### src/rtl/point_segment_distance_defines.svh
// Assertion macros for the point_segment_distance block.
`ifndef POINT_SEGMENT_DISTANCE_DEFINES_SVH
`define POINT_SEGMENT_DISTANCE_DEFINES_SVH
`ifndef SYNTHESIS
// condition a implies condition c in the same cycle
`define PSD_ASSERT_IMP(lbl, clk, rst_n, a, c) \
  lbl: assert property (@(posedge clk) disable iff (!rst_n) (a) |-> (c)) \
    else $error("implication check failed");
// condition must never hold
`define PSD_ASSERT_NEVER(lbl, clk, rst_n, a) \
  lbl: assert property (@(posedge clk) disable iff (!rst_n) !(a)) \
    else $error("forbidden condition seen");
`else
`define PSD_ASSERT_IMP(lbl, clk, rst_n, a, c)
`define PSD_ASSERT_NEVER(lbl, clk, rst_n, a)
`endif
`endif

### src/rtl/psd_pkg.sv
// Shared constants and types for the point-to-segment distance pipeline.
package psd_pkg;

  localparam int DIV_STEPS = 32;          // fraction bits of projection weight
  localparam int KQ_W      = DIV_STEPS + 1;
  localparam int DIST_W    = 33;
  localparam logic [DIST_W-1:0] DIST_MAX = '1;

  typedef struct packed {
    logic valid;
    logic ok;      // segment nondegenerate and 0 <= k <= 1
  } psd_ctl_t;

endpackage

### src/rtl/psd_sqrt.sv
// Pipelined digit-by-digit integer square root, one root bit per stage.
module psd_sqrt #(
  parameter int W = 32
) (
  input  logic                 clk,
  input  logic                 rst_n,
  input  psd_pkg::psd_ctl_t    ctl_i,
  input  logic [2*W+5:0]       s_i,
  output psd_pkg::psd_ctl_t    ctl_o,
  output logic [W+2:0]         root_o
);
  import psd_pkg::*;

  localparam int RB = W + 3;
  localparam int SW = 2 * RB;

  psd_ctl_t      ctl_r  [0:RB];
  logic [RB+1:0] rem_r  [0:RB];
  logic [RB-1:0] root_r [0:RB];
  logic [SW-1:0] sv_r   [0:RB];

  assign ctl_r[0]  = ctl_i;
  assign rem_r[0]  = '0;
  assign root_r[0] = '0;
  assign sv_r[0]   = s_i;

  for (genvar j = 0; j < RB; j++) begin : g_step
    logic [RB+1:0] rem_c;
    logic [RB+1:0] trial;
    logic          ge;

    always_comb begin
      rem_c = {rem_r[j][RB-1:0], sv_r[j][SW-1 -: 2]};
      trial = {root_r[j], 2'b01};
      ge    = (rem_c >= trial);
    end

    // control word: only the valid bit is reset
    always_ff @(posedge clk) begin
      ctl_r[j+1].ok <= ctl_r[j].ok;
      if (!rst_n) begin
        ctl_r[j+1].valid <= 1'b0;
      end else begin
        ctl_r[j+1].valid <= ctl_r[j].valid;
      end
    end

    always_ff @(posedge clk) begin
      rem_r[j+1]    <= ge ? (rem_c - trial) : rem_c;
      root_r[j+1]   <= {root_r[j][RB-2:0], ge};
      sv_r[j+1]     <= {sv_r[j][SW-3:0], 2'b00};
    end
  end

  assign ctl_o  = ctl_r[RB];
  assign root_o = root_r[RB];

endmodule
### config.mk
export PLATFORM = sky130hd
export DESIGN_NAME = psd_sqrt
export DESIGN_NICKNAME = d
export VERILOG_FILES = /design/src/rtl/point_segment_distance_defines.svh /design/src/rtl/psd_pkg.sv /design/src/rtl/psd_sqrt.sv
export SDC_FILE = /design/constraint.sdc
export NUM_CORES = 2
export LEC_CHECK = 0
export CAP_MARGIN = 30
export CORE_AREA = 3 3 421 423
export DETAILED_ROUTE_END_ITERATION = 10
export DIE_AREA = 0 0 424 426
export DONT_BUFFER_PORTS = 1
export GPL_TIMING_DRIVEN = 0
export PLACE_DENSITY = 0.86
export RECOVER_POWER = 50
export SLEW_MARGIN = 5
export SYNTH_ARGS = -nofsm -noshare
export SYNTH_HDL_FRONTEND = slang
export SYNTH_SLANG_ARGS = --single-unit
### constraint.sdc
create_clock -name clk -period 4.9 [get_ports clk]
set_input_delay 0.49 -clock clk [delete_from_list [all_inputs] [get_ports clk]]
set_output_delay 0.49 -clock clk [all_outputs]
set_load 0.05 [all_outputs]
==> impl_metrics.ini <==
[setup_path]
arrival_ps = 5420
cp-start-kind = flop
crit_family = compound AO/OA/AOI/OAI gates
crit_chain = inv_1, ha_1, o21ai_0, a21oi_1, and3_1, o21ai_0, o21ai_0, a21oi_1, o211ai_1, buf_4, clkbuf_1, clkbuf_1, a31oi_1
crit_fanout = 10
rrSetupSlack_ps = 190
endpoint_kind = flop
critPathBufInv = 4
critPathRequiredTime_ps = 5600
path_common_cell = o21ai_0
worstSetupPathType = reg -> reg
slowest_delay_ps = 610
slowest_stage = o21ai_0

[timing]
finalHoldViolCount = 0
finalSetupTns_ps = 0
drv_slew = 0
fmaxAchievable_mhz = 212
fin_worst_skew_ps = 54.7
tightest_slew_ps = 1030
setup_violations = 0
post-route-min-period_ps = 4710
relSlewSlack = 0.299
rsz0062_at_grt = false
min_period_over_period = 0.962

[pwr]
p_int_mw = 46.8
clkPwrFrac = 0.355
totalPowerFinal_mw = 65.1
sw_frac_of_total = 0.281
power.switching_mw = 18.3
max-vdd-ir-drop_v = 0.000562
power.leakage_nw = 58.1
pwr-share-comb = 0.161
cellPowerDensity_nw_per_um2 = 528
p_seq_frac = 0.484

[synthesis]
synth_edf_count = 0
yosys-top-cells-area = dfxtp_1 55%, ha_1 7.6%, xor2_1 4.0%
yosys_most_used_dff = dfxtp_1
ys_types = 95
yosys.area.top_type_share = 0.554
syn_nets = 11500
ys_seq_area_frac = 0.554
ys_ff_latch = 3027
syn_avg_cell_area_um2 = 10.2
syn_inst = 10800
yosysWarnings = 0
synthArstFlopShare = 0
synth_area_um2 = 109000
yosysTopAreaCell = dfxtp_1

[run_status]
outcome = finished clean

[routing]
drt-pass1-iter-count = 6
wl_um = 252000
ant_nets = 0
drc_errors = 0
drt_iter0_markers = 6093
num_vias = 76900
avgRoutedWirePerCell_um = 18.4
vias_per_cell = 5.62

[floorplan]
chipHeight_um = 426
std_cell_rows = 153
dieWidth_um = 424
dieArea_um2 = 181000
start_util = 0.629
core_um2 = 174000
ios = 111

[global_routing]
grt_max_degree = 17
grt_pass1_vias = 77000
track_usage = 0.273
grt_antenna_before_repair = 5
gr-total-overflow = 0
grt_pass1_wl_um = 401000

[placed_design]
gp_congestion = 0.944
placed_area_um2 = 112000
hpwlAfterDp_um = 184000
port_buffers = 0

[cells_and_area]
drive_gt1_frac = 0.0575
final_cell_area_um2 = 123000
area_growth_pct = 12.6
fin_nets = 11900
fillers = 12500

[clocking]
cts_buffer_depth = 4
cts_root_buf = clkbuf_16
cts_max_level = 5
post_cts_buffers = 0
clkLatencyLatePin_ps = 920
cts_tree = built
clkTransAtPathRegs_ps = 60
numCtsBuffers = 303
clock_sinks = 3027

[min_path]
hold_path.class = in -> reg

[run]
drv_cap = 0
[cells in the final DEF, fill, tap and decap left out, types with 37 or more instances in the layout]
cell type,Yosys,layout
clkinv_2,0,43
o21ai_0,619,619
or4_1,59,59
o31ai_1,67,67
nand2b_1,146,146
o21bai_1,54,54
xor2_1,501,501
or2_2,52,52
dfxtp_1,3027,3027
clkbuf_16,0,310
nand4_1,128,128
and3_1,66,66
or3_1,101,101
a21oi_1,637,637
inv_1,864,864
a211oi_1,51,51
xnor2_1,449,449
dlygate4sd3_1,0,74
nor2_1,569,569
mux2_2,75,75
nand2_1,812,812
clkbuf_1,187,244
nor4_1,152,152
a21o_1,303,303
o211ai_1,37,37
nand3_1,159,159
clkbuf_8,0,50
nor2b_1,90,90
o21a_1,107,107
ha_1,667,667
nor3_1,269,269
a31oi_1,60,60
and2_1,65,64
[what timing repair did]
action / 4_1_cts / 5_1_grt
hold buffers: 74 / 0
setup endpoints to repair: 0 / 14
resized for setup: 0 / 5
hold endpoints to repair: 107 / 0
[Yosys cell counts, types with 12 or more instances]
library cell,instances
xnor2_1,449
nand4b_1,15
nand2b_1,146
o21ai_0,619
o211ai_1,37
inv_1,864
o21a_1,107
mux2i_1,12
o21bai_1,54
nor4b_1,12
o31a_1,16
a31oi_1,60
a211o_1,20
a211oi_1,51
or2_2,52
a41oi_1,14
nand4_1,128
dfxtp_1,3027
and4_1,14
and3_1,66
a21oi_1,637
or4_1,59
nor2_1,569
nand2_1,812
mux2_2,75
ha_1,667
a2111oi_0,16
o31ai_1,67
clkbuf_1,187
nand3_1,159
a31o_2,12
nor4_1,152
o2111ai_1,13
nor2b_1,90
xor2_1,501
nor3_1,269
and2_1,65
nor3b_1,21
or3_1,101
nand3b_1,19
a21o_1,303
a21boi_0,27
[sequential cells by signal, indices dropped and copies added, names as in the netlist]
| register | count |
|---|---|
| g_step.rem_c | 1205 |
| ctl_o | 2 |
| root_o | 35 |
| sv_r | 1122 |
| ctl_r | 68 |
| g_step.trial | 595 |
[power groups by stage]
stage	logic [mW]	registers, mW	clock network, mW
after floorplan	7.91	30.8	0
after global routing	11.7	31.9	24.5
after CTS	10.4	31.5	23.5
after global placement	9.87	31.8	0
after detailed placement	10.2	31.9	0
final	10.5	31.5	23.1
[per-layer routing]
metal,share of wire,track usage,vias up
met5,0,0,-
met1,0.43,0.349,36200
met3,0.055,0.0375,615
met2,0.47,0.467,2589
li1,-,-,37500
met4,0.042,0.112,0
[final timing paths]
path | startpoint | to | cells after the start
min | s_i[44] | sv_r[2426] | 1
max | g_step[33].trial[5] | g_step[34].rem_c[36] | 13
min reg2reg | sv_r[1738] | sv_r[1670] | 0
max reg2reg | g_step[33].trial[5] | g_step[34].rem_c[36] | 13
[cells by family after synthesis]
| family | share of synthesized area |
|---|---|
| compound gates | 0.122 |
| xor+xnor | 0.0761 |
| fa+ha+maj | 0.0763 |
| buf+inv | 0.0370 |
| flops | 0.554 |
| mux | 0.00882 |
| other cells | 0.0000343 |
| simple gates | 0.126 |
[per-stage QoR]
stage	hold WS, ps	utilization	cells	setup slack (ps)
floorplan	310	-	10800	1300
global placement	309	0.646	13100	-137
detailed placement	312	0.646	13100	225
CTS	51.7	0.708	13700	179
global route	75.0	0.708	13700	1.90
finish	114	0.709	13700	187
[cell type report]
cell class	instances	area (um^2)	share of cell area
Clock buffer	418	8660	0.0703
Multi-Input combinational cell	6650	44700	0.363
Buffer	205	792	0.00643
Tap cell	2325	2910	0.0236
Inverter	868	3260	0.0265
Antenna cell	3	7.51	0.0000610
Timing Repair Buffer	88	832	0.00676
Sequential cell	3027	60600	0.492
Clock inverter	106	1370	0.0111
No activity file was read; power rests on OpenSTA's default activity.
